==> src/hss_pkg.sv <==
// Shared types, constants and the phase table of the half-step sequencer.
`timescale 1ns / 1ps
`default_nettype none

package hss_pkg;

    localparam int REV_STEPS   = 4096;
    localparam int PHASE_COUNT = 8;

    localparam int POS_W   = 16;
    localparam int CNT_W   = 16;
    localparam int DELAY_W = 24;
    localparam int COIL_W  = 4;
    localparam int OP_W    = 2;

    localparam logic [DELAY_W-1:0] DELAY_RESET = 24'd14648;

    localparam logic [OP_W-1:0] OP_MOVE    = 2'd0;
    localparam logic [OP_W-1:0] OP_ENABLE  = 2'd1;
    localparam logic [OP_W-1:0] OP_DISABLE = 2'd2;
    localparam logic [OP_W-1:0] OP_TICK    = 2'd3;

    // eight-phase half-step drive, bit0 is coil one
    localparam logic [COIL_W-1:0] PHASE_TABLE [8] = '{
        4'h1, 4'h3, 4'h2, 4'h6, 4'h4, 4'hC, 4'h8, 4'h9
    };

    typedef struct packed {
        logic [OP_W-1:0]         opcode;
        logic signed [CNT_W-1:0] move_count;
    } cmd_t;

    function automatic logic [COIL_W-1:0] phase_for(input logic [POS_W-1:0] pos);
        logic [2:0] idx;
        idx = 3'(pos % POS_W'(PHASE_COUNT));
        return PHASE_TABLE[idx];
    endfunction

endpackage

`default_nettype wire

==> src/hss_ifs.sv <==
// Request and result channel interfaces of the half-step sequencer.
`timescale 1ns / 1ps
`default_nettype none

interface hss_cmd_if;
    logic                                 valid;
    logic                                 ready;
    logic [hss_pkg::OP_W-1:0]             opcode;
    logic signed [hss_pkg::CNT_W-1:0]     move_count;

    modport source (output valid, opcode, move_count, input ready);
    modport sink   (input valid, opcode, move_count, output ready);
endinterface

interface hss_res_if;
    logic                                 valid;
    logic                                 ready;
    logic [hss_pkg::COIL_W-1:0]           coil_pattern;
    logic                                 step_taken;
    logic                                 move_rejected;
    logic [hss_pkg::POS_W-1:0]            position;
    logic [hss_pkg::CNT_W-1:0]            steps_pending;
    logic                                 is_enabled;

    modport source (output valid, coil_pattern, step_taken, move_rejected, position,
                    steps_pending, is_enabled, input ready);
    modport sink   (input valid, coil_pattern, step_taken, move_rejected, position,
                    steps_pending, is_enabled, output ready);
endinterface

`default_nettype wire

==> src/hss_in_stage.sv <==
// Input register: holds one accepted request until the engine takes it.
`timescale 1ns / 1ps
`default_nettype none

module hss_in_stage (
    input  wire logic          clk,
    input  wire logic          rst_n,
    hss_cmd_if.sink            cmd,
    input  wire logic          adv,
    output logic               item_valid,
    output hss_pkg::cmd_t      item
);

    logic          valid_reg;
    logic          valid_next;
    hss_pkg::cmd_t item_reg;

    // free when empty or when the held request moves on this cycle
    assign cmd.ready  = !valid_reg || adv;
    assign valid_next = (cmd.valid && cmd.ready) || (valid_reg && !adv);

    always_ff @(posedge clk or negedge rst_n)
    begin
        if (!rst_n)
        begin
            valid_reg <= 1'b0;
        end
        else
        begin
            valid_reg <= valid_next;
        end
    end

    always_ff @(posedge clk)
    begin
        if (cmd.valid && cmd.ready)
        begin
            item_reg.opcode     <= cmd.opcode;
            item_reg.move_count <= cmd.move_count;
        end
    end

    assign item_valid = valid_reg;
    assign item       = item_reg;

endmodule

`default_nettype wire

==> src/hss_engine.sv <==
// Sequencer state, next-state logic and the result register.
`timescale 1ns / 1ps
`default_nettype none

module hss_engine (
    input  wire logic                          clk,
    input  wire logic                          rst_n,
    input  wire logic                          cfg_we,
    input  wire logic [hss_pkg::DELAY_W-1:0]   cfg_wdata,
    input  wire logic                          item_valid,
    input  wire hss_pkg::cmd_t                 item,
    output logic                               adv,
    hss_res_if.source                          res
);

    localparam logic [hss_pkg::POS_W:0]   REV_EXT  = (hss_pkg::POS_W+1)'(hss_pkg::REV_STEPS);
    localparam logic [hss_pkg::POS_W-1:0] REV      = hss_pkg::POS_W'(hss_pkg::REV_STEPS);
    localparam logic [hss_pkg::POS_W-1:0] REV_LAST = REV - 1'b1;

    logic [hss_pkg::DELAY_W-1:0] delay_cfg_reg;
    logic [hss_pkg::POS_W-1:0]   pos_reg,  pos_next;
    logic                        dir_reg,  dir_next;
    logic                        en_reg,   en_next;
    logic [hss_pkg::CNT_W-1:0]   rem_reg,  rem_next;
    logic [hss_pkg::DELAY_W-1:0] dly_reg,  dly_next;
    logic [hss_pkg::COIL_W-1:0]  coil_reg, coil_next;

    logic                        out_valid_reg, out_valid_next;
    logic [hss_pkg::COIL_W-1:0]  out_coil_reg;
    logic                        out_step_reg;
    logic                        out_rej_reg;
    logic [hss_pkg::POS_W-1:0]   out_pos_reg;
    logic [hss_pkg::CNT_W-1:0]   out_rem_reg;
    logic                        out_en_reg;

    logic                        stepped;
    logic                        rejected;
    logic                        do_step;
    logic                        step_dir;
    logic [hss_pkg::CNT_W-1:0]   rem_base;
    logic [hss_pkg::CNT_W-1:0]   rem_after;
    logic [hss_pkg::POS_W:0]     pos_inc;
    logic [hss_pkg::POS_W-1:0]   step_pos;
    logic [hss_pkg::DELAY_W-1:0] eff_delay;

    assign adv = item_valid && (!out_valid_reg || res.ready);

    assign eff_delay = (delay_cfg_reg == '0) ? hss_pkg::DELAY_W'(1) : delay_cfg_reg;
    assign pos_inc   = {1'b0, pos_reg} + 1'b1;
    assign rem_after = rem_base - 1'b1;

    // position wrap in either direction
    always_comb
    begin
        if (step_dir)
        begin
            step_pos = (pos_inc >= REV_EXT) ? '0 : pos_inc[hss_pkg::POS_W-1:0];
        end
        else if (pos_reg == '0 || pos_reg > REV)
        begin
            step_pos = REV_LAST;
        end
        else
        begin
            step_pos = pos_reg - 1'b1;
        end
    end

    always_comb
    begin
        pos_next  = pos_reg;
        dir_next  = dir_reg;
        en_next   = en_reg;
        rem_next  = rem_reg;
        dly_next  = dly_reg;
        coil_next = coil_reg;
        stepped   = 1'b0;
        rejected  = 1'b0;
        do_step   = 1'b0;
        step_dir  = dir_reg;
        rem_base  = rem_reg;

        case (item.opcode)
            hss_pkg::OP_MOVE:
            begin
                if (rem_reg != '0)
                begin
                    rejected = 1'b1;
                end
                else if (item.move_count != '0)
                begin
                    step_dir = !item.move_count[hss_pkg::CNT_W-1];
                    dir_next = step_dir;
                    // negation of the most negative count gives its magnitude
                    rem_base = item.move_count[hss_pkg::CNT_W-1] ?
                               hss_pkg::CNT_W'(-item.move_count) :
                               hss_pkg::CNT_W'(item.move_count);
                    do_step  = 1'b1;
                end
            end
            hss_pkg::OP_ENABLE:
            begin
                if (!en_reg)
                begin
                    en_next   = 1'b1;
                    coil_next = hss_pkg::phase_for(pos_reg);
                end
            end
            hss_pkg::OP_DISABLE:
            begin
                if (en_reg)
                begin
                    en_next   = 1'b0;
                    coil_next = '0;
                end
            end
            hss_pkg::OP_TICK:
            begin
                if (rem_reg != '0)
                begin
                    if (dly_reg <= hss_pkg::DELAY_W'(1))
                    begin
                        do_step = 1'b1;
                    end
                    else
                    begin
                        dly_next = dly_reg - 1'b1;
                    end
                end
            end
            default:
            begin
            end
        endcase

        if (do_step)
        begin
            stepped   = 1'b1;
            pos_next  = step_pos;
            coil_next = hss_pkg::phase_for(step_pos);
            rem_next  = rem_after;
            dly_next  = (rem_after != '0) ? eff_delay : '0;
        end
    end

    assign out_valid_next = adv || (out_valid_reg && !res.ready);

    always_ff @(posedge clk or negedge rst_n)
    begin
        if (!rst_n)
        begin
            delay_cfg_reg <= hss_pkg::DELAY_RESET;
            pos_reg       <= '0;
            dir_reg       <= 1'b0;
            en_reg        <= 1'b0;
            rem_reg       <= '0;
            dly_reg       <= '0;
            coil_reg      <= '0;
            out_valid_reg <= 1'b0;
        end
        else
        begin
            out_valid_reg <= out_valid_next;
            if (cfg_we)
            begin
                delay_cfg_reg <= cfg_wdata;
            end
            if (adv)
            begin
                pos_reg  <= pos_next;
                dir_reg  <= dir_next;
                en_reg   <= en_next;
                rem_reg  <= rem_next;
                dly_reg  <= dly_next;
                coil_reg <= coil_next;
            end
        end
    end

    always_ff @(posedge clk)
    begin
        if (adv)
        begin
            out_coil_reg <= coil_next;
            out_step_reg <= stepped;
            out_rej_reg  <= rejected;
            out_pos_reg  <= pos_next;
            out_rem_reg  <= rem_next;
            out_en_reg   <= en_next;
        end
    end

    assign res.valid         = out_valid_reg;
    assign res.coil_pattern  = out_coil_reg;
    assign res.step_taken    = out_step_reg;
    assign res.move_rejected = out_rej_reg;
    assign res.position      = out_pos_reg;
    assign res.steps_pending = out_rem_reg;
    assign res.is_enabled    = out_en_reg;

endmodule

`default_nettype wire

==> src/half_step_stepper_sequencer_top.sv <==
// Top level of the half-step stepper sequencer.
`timescale 1ns / 1ps
`default_nettype none

// Half-step sequencer for a four-coil unipolar stepper. Each request (move,
// enable, disable or one tick of time) yields exactly one result showing the
// state after it. A request is taken into an input register, then updated
// into the result register, so one request per clock is sustained while
// results are taken; a stalled result holds the input register and so
// back-pressures requests. The position wraps modulo REV_STEPS; a move is
// refused while steps remain, takes its first step at once and each later
// one after the configured delay in ticks (0 acts as 1). cfg_wdata written
// with cfg_we sets that delay, reset value 14648.

module half_step_stepper_sequencer_top (
    input  wire logic                          clk,
    input  wire logic                          rst_n,
    hss_cmd_if.sink                            cmd,
    hss_res_if.source                          res,
    input  wire logic                          cfg_we,
    input  wire logic [hss_pkg::DELAY_W-1:0]   cfg_wdata
);

    logic          adv;
    logic          item_valid;
    hss_pkg::cmd_t item;

    hss_in_stage u_in_stage (
        .clk        (clk),
        .rst_n      (rst_n),
        .cmd        (cmd),
        .adv        (adv),
        .item_valid (item_valid),
        .item       (item)
    );

    hss_engine u_engine (
        .clk        (clk),
        .rst_n      (rst_n),
        .cfg_we     (cfg_we),
        .cfg_wdata  (cfg_wdata),
        .item_valid (item_valid),
        .item       (item),
        .adv        (adv),
        .res        (res)
    );

endmodule

`default_nettype wire

==> src/flat_wrapper.sv <==
// flat-port wrapper written by rule: the top's interface ports become plain ports
module half_step_stepper_sequencer_top_flat 
  (clk, rst_n, cfg_we, cfg_wdata, cmd_valid, cmd_opcode, cmd_move_count, cmd_ready, res_valid, res_coil_pattern, res_step_taken, res_move_rejected, res_position, res_steps_pending, res_is_enabled, res_ready);
  hss_cmd_if cmd_i ();
  hss_res_if res_i ();
  input  wire logic clk;
  input  wire logic rst_n;
  input  wire logic cfg_we;
  input  wire logic [hss_pkg::DELAY_W-1:0] cfg_wdata;
  input wire logic [$bits(cmd_i.valid)-1:0] cmd_valid;
  input wire logic [$bits(cmd_i.opcode)-1:0] cmd_opcode;
  input wire logic [$bits(cmd_i.move_count)-1:0] cmd_move_count;
  output wire logic [$bits(cmd_i.ready)-1:0] cmd_ready;
  output wire logic [$bits(res_i.valid)-1:0] res_valid;
  output wire logic [$bits(res_i.coil_pattern)-1:0] res_coil_pattern;
  output wire logic [$bits(res_i.step_taken)-1:0] res_step_taken;
  output wire logic [$bits(res_i.move_rejected)-1:0] res_move_rejected;
  output wire logic [$bits(res_i.position)-1:0] res_position;
  output wire logic [$bits(res_i.steps_pending)-1:0] res_steps_pending;
  output wire logic [$bits(res_i.is_enabled)-1:0] res_is_enabled;
  input wire logic [$bits(res_i.ready)-1:0] res_ready;
  assign cmd_i.valid = cmd_valid;
  assign cmd_i.opcode = cmd_opcode;
  assign cmd_i.move_count = cmd_move_count;
  assign cmd_ready = cmd_i.ready;
  assign res_valid = res_i.valid;
  assign res_coil_pattern = res_i.coil_pattern;
  assign res_step_taken = res_i.step_taken;
  assign res_move_rejected = res_i.move_rejected;
  assign res_position = res_i.position;
  assign res_steps_pending = res_i.steps_pending;
  assign res_is_enabled = res_i.is_enabled;
  assign res_i.ready = res_ready;
  half_step_stepper_sequencer_top u_core (.clk(clk), .rst_n(rst_n), .cmd(cmd_i), .res(res_i), .cfg_we(cfg_we), .cfg_wdata(cfg_wdata));
endmodule
==> config.mk <==
export PLATFORM = sky130hd
export DESIGN_NAME = half_step_stepper_sequencer_top_flat
export DESIGN_NICKNAME = d
export VERILOG_FILES = /design/src/hss_pkg.sv /design/src/hss_ifs.sv /design/src/hss_in_stage.sv /design/src/hss_engine.sv /design/src/half_step_stepper_sequencer_top.sv /design/src/flat_wrapper.sv
export SDC_FILE = /design/constraint.sdc
export NUM_CORES = 1
export LEC_CHECK = 0
export ABC_AREA = 1
export ABC_CLOCK_PERIOD_IN_PS = 8400
export BUFFER_PORTS_ARGS = -buffer_cell sky130_fd_sc_hd__buf_4
export CAP_MARGIN = 20
export CORE_UTILIZATION = 50
export CTS_CLUSTER_SIZE = 28
export DETAILED_ROUTE_END_ITERATION = 16
export PLACE_DENSITY = 0.8
export SLEW_MARGIN = 20
export SYNTH_ARGS = -nofsm -noshare
export SYNTH_HDL_FRONTEND = slang
export SYNTH_SLANG_ARGS = --single-unit
==> constraint.sdc <==
create_clock -name clk -period 8.4 [get_ports clk]
set_input_delay 0.42 -clock clk [delete_from_list [all_inputs] [get_ports clk]]
set_output_delay 0.42 -clock clk [all_outputs]
set_load 0.05 [all_outputs]
* Word level (Yosys, flattened, before mapping)
Memory sizes are Yosys's and may differ from the RTL's. Index checks and enable logic that the tools add are counted.
Word-level totals: memories 2, register bits 145, bits in latches 0, word-level logic and storage cells 92, bits of input ports 47, memory bits (read-only) 64, RAM bits 0, output and inout bits 41
Cells by class: muxes and demuxes 34, equality and inequality tests 4, bitwise operators 2, multiply operators 0, shift-type cells 0, divide/modulo/power cells 0, reductions and logical operators 23, order comparisons 5, add/sub/neg operators 5
Memories:
- (name not given) | depth 8, width 4, read ports 1, clocked after Yosys merged registers in 0, wr ports 0, RTL line hss_pkg.sv:36 | return PHASE_TABLE[idx];
- (name not given) | depth 8, width 4, read ports 1, clocked after Yosys merged registers in 0, wr ports 0, RTL line hss_pkg.sv:36
Operators by type and width (number):
- 16-bit 2-to-1 mux | 9
- 24-bit 2-to-1 mux | 6
- 16-bit nonzero test | 3
- 16-bit by 1-bit subtractor with 16-bit output (second input constant) | 2
- 4-bit 2-to-1 mux | 7
- 24-bit by 1-bit less-or-equal comparator with 1-bit output (second input constant) | 1
- 24-bit logical NOT | 1
- 24-bit by 1-bit subtractor with 24-bit output (second input constant) | 1
- 16-bit by 1-bit adder with 17-bit output (second input constant) | 1
- 17-bit by 13-bit >= comparator with 1-bit output (second input constant) | 1
- 16-bit by 13-bit greater-than comparator with 1-bit output (second input constant) | 1
- 16-bit logical NOT | 1
- 16-bit negator | 1
- 1-bit 2-to-1 mux | 9
- 4-bit >= comparator (second input constant) | 2
- 3-bit inverter with 4-bit output | 2
- 4-bit one-hot mux with 2 select lines | 1
- 1-bit logical NOT | 5
- 1-bit logical OR | 5
- 2-bit equality test (second input constant) | 2
- 1-bit logical AND | 4
- 1-bit one-hot mux with 2 select lines | 2
- 4-bit AND reduction | 1
- 2-bit nonzero test | 2
- 3 further kinds | 3

* Longest topological paths before layout
word-level depth 10, depth in mapped cells 23, mapped depth without buffers 22

* Modules after synthesis
A second synthesis with hierarchy kept.
Unflattened totals: cell total of the unflattened synthesis 1142, area, all modules 8856.0 sq um
By module, submodules not included:
- hss_engine | area an instance 8270.4 sq um, instances 1, seq. area each 3357.0 sq um, cells each 1118
- hss_in_stage | area an instance 585.6 sq um, instances 1, seq. area each 565.5 sq um, cells each 24

* Worst setup path after synthesis
Ideal clock, no wire load.
path type register to register, start point register u_core.u_in_stage.item_reg, in the netlist u_core.u_in_stage.item[0], end point register u_core.u_engine.dly_reg[10] (netlist bit), required time 8.278 ns, slack 5.527 ns, arrival time 2.751 ns, setup time 0.122 ns, path buffers 1, cell stages (with the launch flop) 24, clock period less this slack 2.873 ns, path through edfxtp_1 -> inv_1 -> ha_1 -> nand3_2 -> nor2_8 -> nand2_2 -> nand3_4 -> nand2_1 -> nand2_1 -> ha_1 -> nand3_1 -> nor2_8 -> nand2_1 -> nand2_1 -> nand2_1 -> inv_2 -> nand2_1 -> nor2_1 -> nand2_1 -> nor2_2 -> nand3_4 -> buf_6 -> nand2_2 -> a21oi_1
On the way: longest elaborated chain between the ends 9, elaborated cells between the ends (all ways) 17, those cells by class 2 x add/sub; 1 x eq/ne; 9 x mux; 5 x reduce/logical
Ends and longest elaborated chain:
- from (decl) | RTL line hss_in_stage.sv:16 | hss_pkg::cmd_t item_reg;
- 16-bit negator | RTL line hss_engine.sv:96 | hss_pkg::CNT_W'(-item.move_count) :
- 16-bit 2-to-1 mux | RTL line hss_engine.sv:95 | rem_base = item.move_count[hss_pkg::CNT_W-1] ?
- 16-bit 2-to-1 mux | RTL line hss_engine.sv:90 | else if (item.move_count != '0)
- 16-bit 2-to-1 mux | RTL line hss_engine.sv:86 | if (rem_reg != '0)
- 16-bit 2-to-1 mux | RTL line hss_engine.sv:83 | case (item.opcode)
- 16-bit by 1-bit subtractor with 16-bit output | RTL line hss_engine.sv:50 | assign rem_after = rem_base - 1'b1;
- 16-bit nonzero test | RTL line hss_engine.sv:142 | dly_next = (rem_after != '0) ? eff_delay : '0;
- 24-bit 2-to-1 mux | RTL line hss_engine.sv:142
- 24-bit 2-to-1 mux | RTL line hss_engine.sv:136 | if (do_step)
- to (signal assigned) | RTL line hss_engine.sv:174 | dly_reg <= dly_next;
- to (decl) | RTL line hss_engine.sv:25 | logic [hss_pkg::DELAY_W-1:0] dly_reg, dly_next;
Parallel ways exist; a longest one is shown, timed or not. A chain may end at the register's enable or synchronous reset.

* Final worst setup path
start point register u_core.u_in_stage.item_reg, in the netlist u_core.u_in_stage.item[15], end point register u_core.u_engine.rem_reg[10] (netlist bit)
On the way: longest elaborated chain between the ends 6, elaborated cells between the ends (all ways) 10, those cells by class 1 x add/sub; 8 x mux; 1 x reduce/logical
Ends and longest elaborated chain:
- 16-bit nonzero test / 16-bit 2-to-1 mux (equally long branches) | RTL line hss_engine.sv:90, hss_engine.sv:95
- 16-bit 2-to-1 mux | RTL line hss_engine.sv:90
- 16-bit 2-to-1 mux | RTL line hss_engine.sv:86
- 16-bit 2-to-1 mux | RTL line hss_engine.sv:83
- 16-bit by 1-bit subtractor with 16-bit output | RTL line hss_engine.sv:50
- 16-bit 2-to-1 mux (*) | RTL line hss_engine.sv:136
- via u_core.u_engine.rem_next (one bit) | RTL line hss_engine.sv:24 | logic [hss_pkg::CNT_W-1:0] rem_reg, rem_next;
- to (signal assigned) | RTL line hss_engine.sv:173 | rem_reg <= rem_next;
- to (decl) | RTL line hss_engine.sv:24
The timed path passes the listed nets; every way through them passes the cells marked *.

==> impl_summary.txt <==
----------------------------------------------------
[Run status]
  Status ... completed

[Floorplanning]
  Area of the placeable core ... between 15000 and 20000 µm²
  Effective utilization at floorplan ... approximately half
  Row count ... 48
  IO Pins ... approximately 90
  Die Area ... 18200 µm²
  Vertical die dimension ... 135 µm
  Die width ... around 130 µm

[Setup path]
  Critical path endpoint category ... register
  Startpoint type of the worst setup path ... register
  Worst path arrival time ... between 4 and 5 ns
  Crit Path Max Fanout ... 37
  Setup CP Type ... register to register
  Critical path data required time ... ~8.7 ns

[Finish]
  Fraction of layout cells with a size suffix above 1 ... 17.1%
  Nets ... ~1300
  Final Util ... 59.4%
  Antenna fix cells ... 0
  Sequential Area ... around 3900 µm²
  Area grow syn2layout ... 16.1%
  Filler cell count ... between 1500 and 2000
  Multi-input combinational cell area ... roughly 4200 µm²

[Placed design]
  Final HPWL DP ... between 10 and 15 mm
  GP Congestion ... just under 0.9
  Port Buffer Count ... 87
  Post-placement setup slack ... 4.38 ns

[Drt]
  DRC Markers ... 0
  Vias per std cell ... 5.23
  Total vias in the final route ... ~7600
  DR pass1 iterations ... 5
  Iteration-0 DRC count of the detailed router ... approximately 530
  Number of nets still failing antenna checks after routing ... 0
  DRT Wirelength ... ~20 mm
  Routed length per placed instance ... roughly 14 µm

[Power and ir drop]
  Final total power ... between 0.003 and 0.004 W
  Leakage power figure ... roughly 4.7 nW
  Pwr Density ... around 370 nW/µm²
  Worst VDD drop ... between 200 and 250 µV

[GRT]
  Maximum number of pins on one net before global-route repair ... around 110
  First-pass GRT wire length ... approximately 34 mm
  Via count of the first global-routing pass ... between 7000 and 8000
  GRT busiest layer ... met2
  GRT met3 Usage ... 4.95%
  Global-route met1 utilization ... a little under a third
  Sum of overflow across all layers after global routing ... 0
  Antenna violations before repair ... 0
  Gr usage total ... between 20% and 30%
  Global routing met2 resource utilization ... a little under 40%

[Clocking]
  Post-CTS Resized ... 0
  Number of buffers added by the clock tree synthesis step ... 17
  Worst-skew pair later-pin latency ... about 0.42 ns
  Max clock buf depth ... 2
  H-tree Lvls ... 4
  CTS tree ... done
  CTS root buffer ... clkbuf_16
  Post-CTS Setup Inserts ... 0
  Number of hold-repair buffers added at the cts stage ... 1
  Clock-pin transition on the worst setup and hold timing paths ... approximately 0.06 ns
  Sinks on Clock Net ... between 100 and 150

[Synth]
  Yosys cell types ... ~50
  Part of the Yosys area used for sequential elements ... between 40 and 50%
  Fraction of the mapped netlist area in simple logic gates ... ~30%
  Cells taking the most area after synthesis ... dfrtp_1 (23%), edfxtp_1 (19%), nand2_1 (11%)
  Primary flip-flop cell chosen by synthesis mapping ... dfrtp_1
  Post-synth top area cell ... dfrtp_1
  Synthesized-area fraction occupied by xor and xnor cells ... approximately 3.7%
  Portion of synthesized cell area occupied by the leading cell type ... 23.0%
  Cell with the most instances after synthesis ... nand2_1
  Number of enable flip-flop cells after synthesis ... 57
  Synth Net Count ... around 1200
  Avg Inst Size Synth ... 7.71 µm²
  Dominant combinational cell family by area after synthesis ... simple AND/OR/NAND/NOR gates
  Summed instance area of the synthesized netlist ... 8820 µm²
  Syn Inst Count ... ~1100
  Commonest cells post-synth ... nand2_1 (264), nor2_1 (152), inv_1 (139), o21ai_0 (100), dfrtp_1 (81)
  Async set-reset flop share out of synthesis ... around three fifths
  Post-Synth Adder-Cell Area ... under 10%
  Mux contribution to synthesized area ... 0%
  Synth Register Bits ... about 150
  Compound-gate portion of the synthesized area ... 11.6%
  Total number of yosys warnings ... 0

[Timing]
  Final period demand of the worst path ... between 3 and 4 ns
  Worst hold slack after final layout ... 0.170 ns
  Highest Clock Rate ... roughly 270 MHz
  Setup-violating endpoint count in the final report ... 0
  Post-layout worst setup margin ... about 4.6 ns
  Final worst-path cycle share ... between 40 and 50%
  Setup skew after layout ... about 0.0067 ns
  Total count of max-transition violations in the final report ... 0
  Pin slew with the least headroom to its limit ... approximately 1.1 ns
  Setup TNS ... 0 ns
  Final hold vios ... 0
  Setup repair after global routing missed its margin ... false
  Relative max-transition margin ... between 20% and 30%

[Hold path]
  Worst Hold Class ... input port to register

[Run]
  Count of max-cap constraint violations ... 0

----------------------------------------------------
cell type report:
| type | instances | area share [%] |
|---|---|---|
| flip-flops and latches | 145 | 38.3 |
| inverters | 151 | 5.57 |
| repair buffers | 93 | 6.84 |
| clock buffers | 18 | 4.19 |
| clock inverters | 14 | 1.60 |
| well taps | 225 | 2.75 |
| multi-input cells | 812 | 40.8 |
per-stage QoR:
step	std cells	area, µm²
after global routing	1458	10200
after global placement	1425	9640
after floorplan	1144	8820
after detailed placement	1425	9640
final	1458	10200
after CTS	1458	10200
cell usage in the layout, fill, tap and decap left out, types with 4 or more instances in the layout:
master and n:
xor2_1 29, nor2_2 5, nor4_1 5, dfstp_2 7, buf_4 92, nand2_4 4
edfxtp_1 57, dfrtp_1 81, nor2_1 152, xnor2_1 6, nand3b_1 8, o21ai_0 100
clkinv_1 4, clkinv_2 5, nand4_1 18, ha_1 14, a21oi_1 55, nand2_2 35
o21ai_1 5, inv_2 8, a31oi_1 7, nor2_4 11, nor3_1 13, nand2_1 263
nand3_1 46, clkbuf_16 17, inv_1 138
power by group:
part / leakage [nW] / internal (W) / switching (W)
Clock: 0.288 / 0.000466 / 0.000301
Sequential: 1.63 / 0.000955 / 0.000172
Combinational: 2.81 / 0.000609 / 0.00130
critical path, stage by stage, from the launching register on:
cell and delay [ns]:
edfxtp_1 0.68, nor2_1 0.19, nand2_1 0.14, nand3b_4 0.21, nand2_2 0.17, o31ai_1 0.11
nand2_2 0.47, buf_4 0.38, clkinv_1 0.56, nand2_1 0.26, o21ai_0 0.17, nand2_1 0.11
o21ai_0 0.12
kinds of logic after synthesis:
logic type / count (synthesis)
xor gates and xnor gates: 36
buffers and inverters: 187
adders and majority gates: 14
AOI/OAI and AO/OA: 187
and+or+nand+nor: 575
DFF: 145
routing by layer:
layer / vias to the layer above / wire length [µm]
li1: 3844 / -
met1: 3501 / 9050
met2: 245 / 9710
met3: 33 / 1080
met4: 0 / 414
met5: - / 0
final timing paths:
path | slack, ns | startpoint | endpoint | cells past startpoint
min in group asynchronous | 0.41 | rst_n | u_core.u_engine.delay_cfg_reg[6]$_DFFE_PN0P_ | 2
max in group asynchronous | 6.82 | rst_n | u_core.u_engine.rem_reg[14]$_DFFE_PN0P_ | 3
worst max register to register | 4.64 | u_core.u_in_stage.item[15]$_DFFE_PP_ | u_core.u_engine.rem_reg[10]$_DFFE_PN0P_ | 12
worst max-delay path | 4.64 | u_core.u_in_stage.item[15]$_DFFE_PP_ | u_core.u_engine.rem_reg[10]$_DFFE_PN0P_ | 12
worst min-delay path | 0.17 | cmd_move_count[8] | u_core.u_in_stage.item[8]$_DFFE_PP_ | 1
worst min register to register | 0.50 | u_core.u_engine.coil_reg[0]$_DFFE_PN0P_ | u_core.u_engine.coil_reg[0]$_DFFE_PN0P_ | 2
No activity file was read; power rests on OpenSTA's default activity.
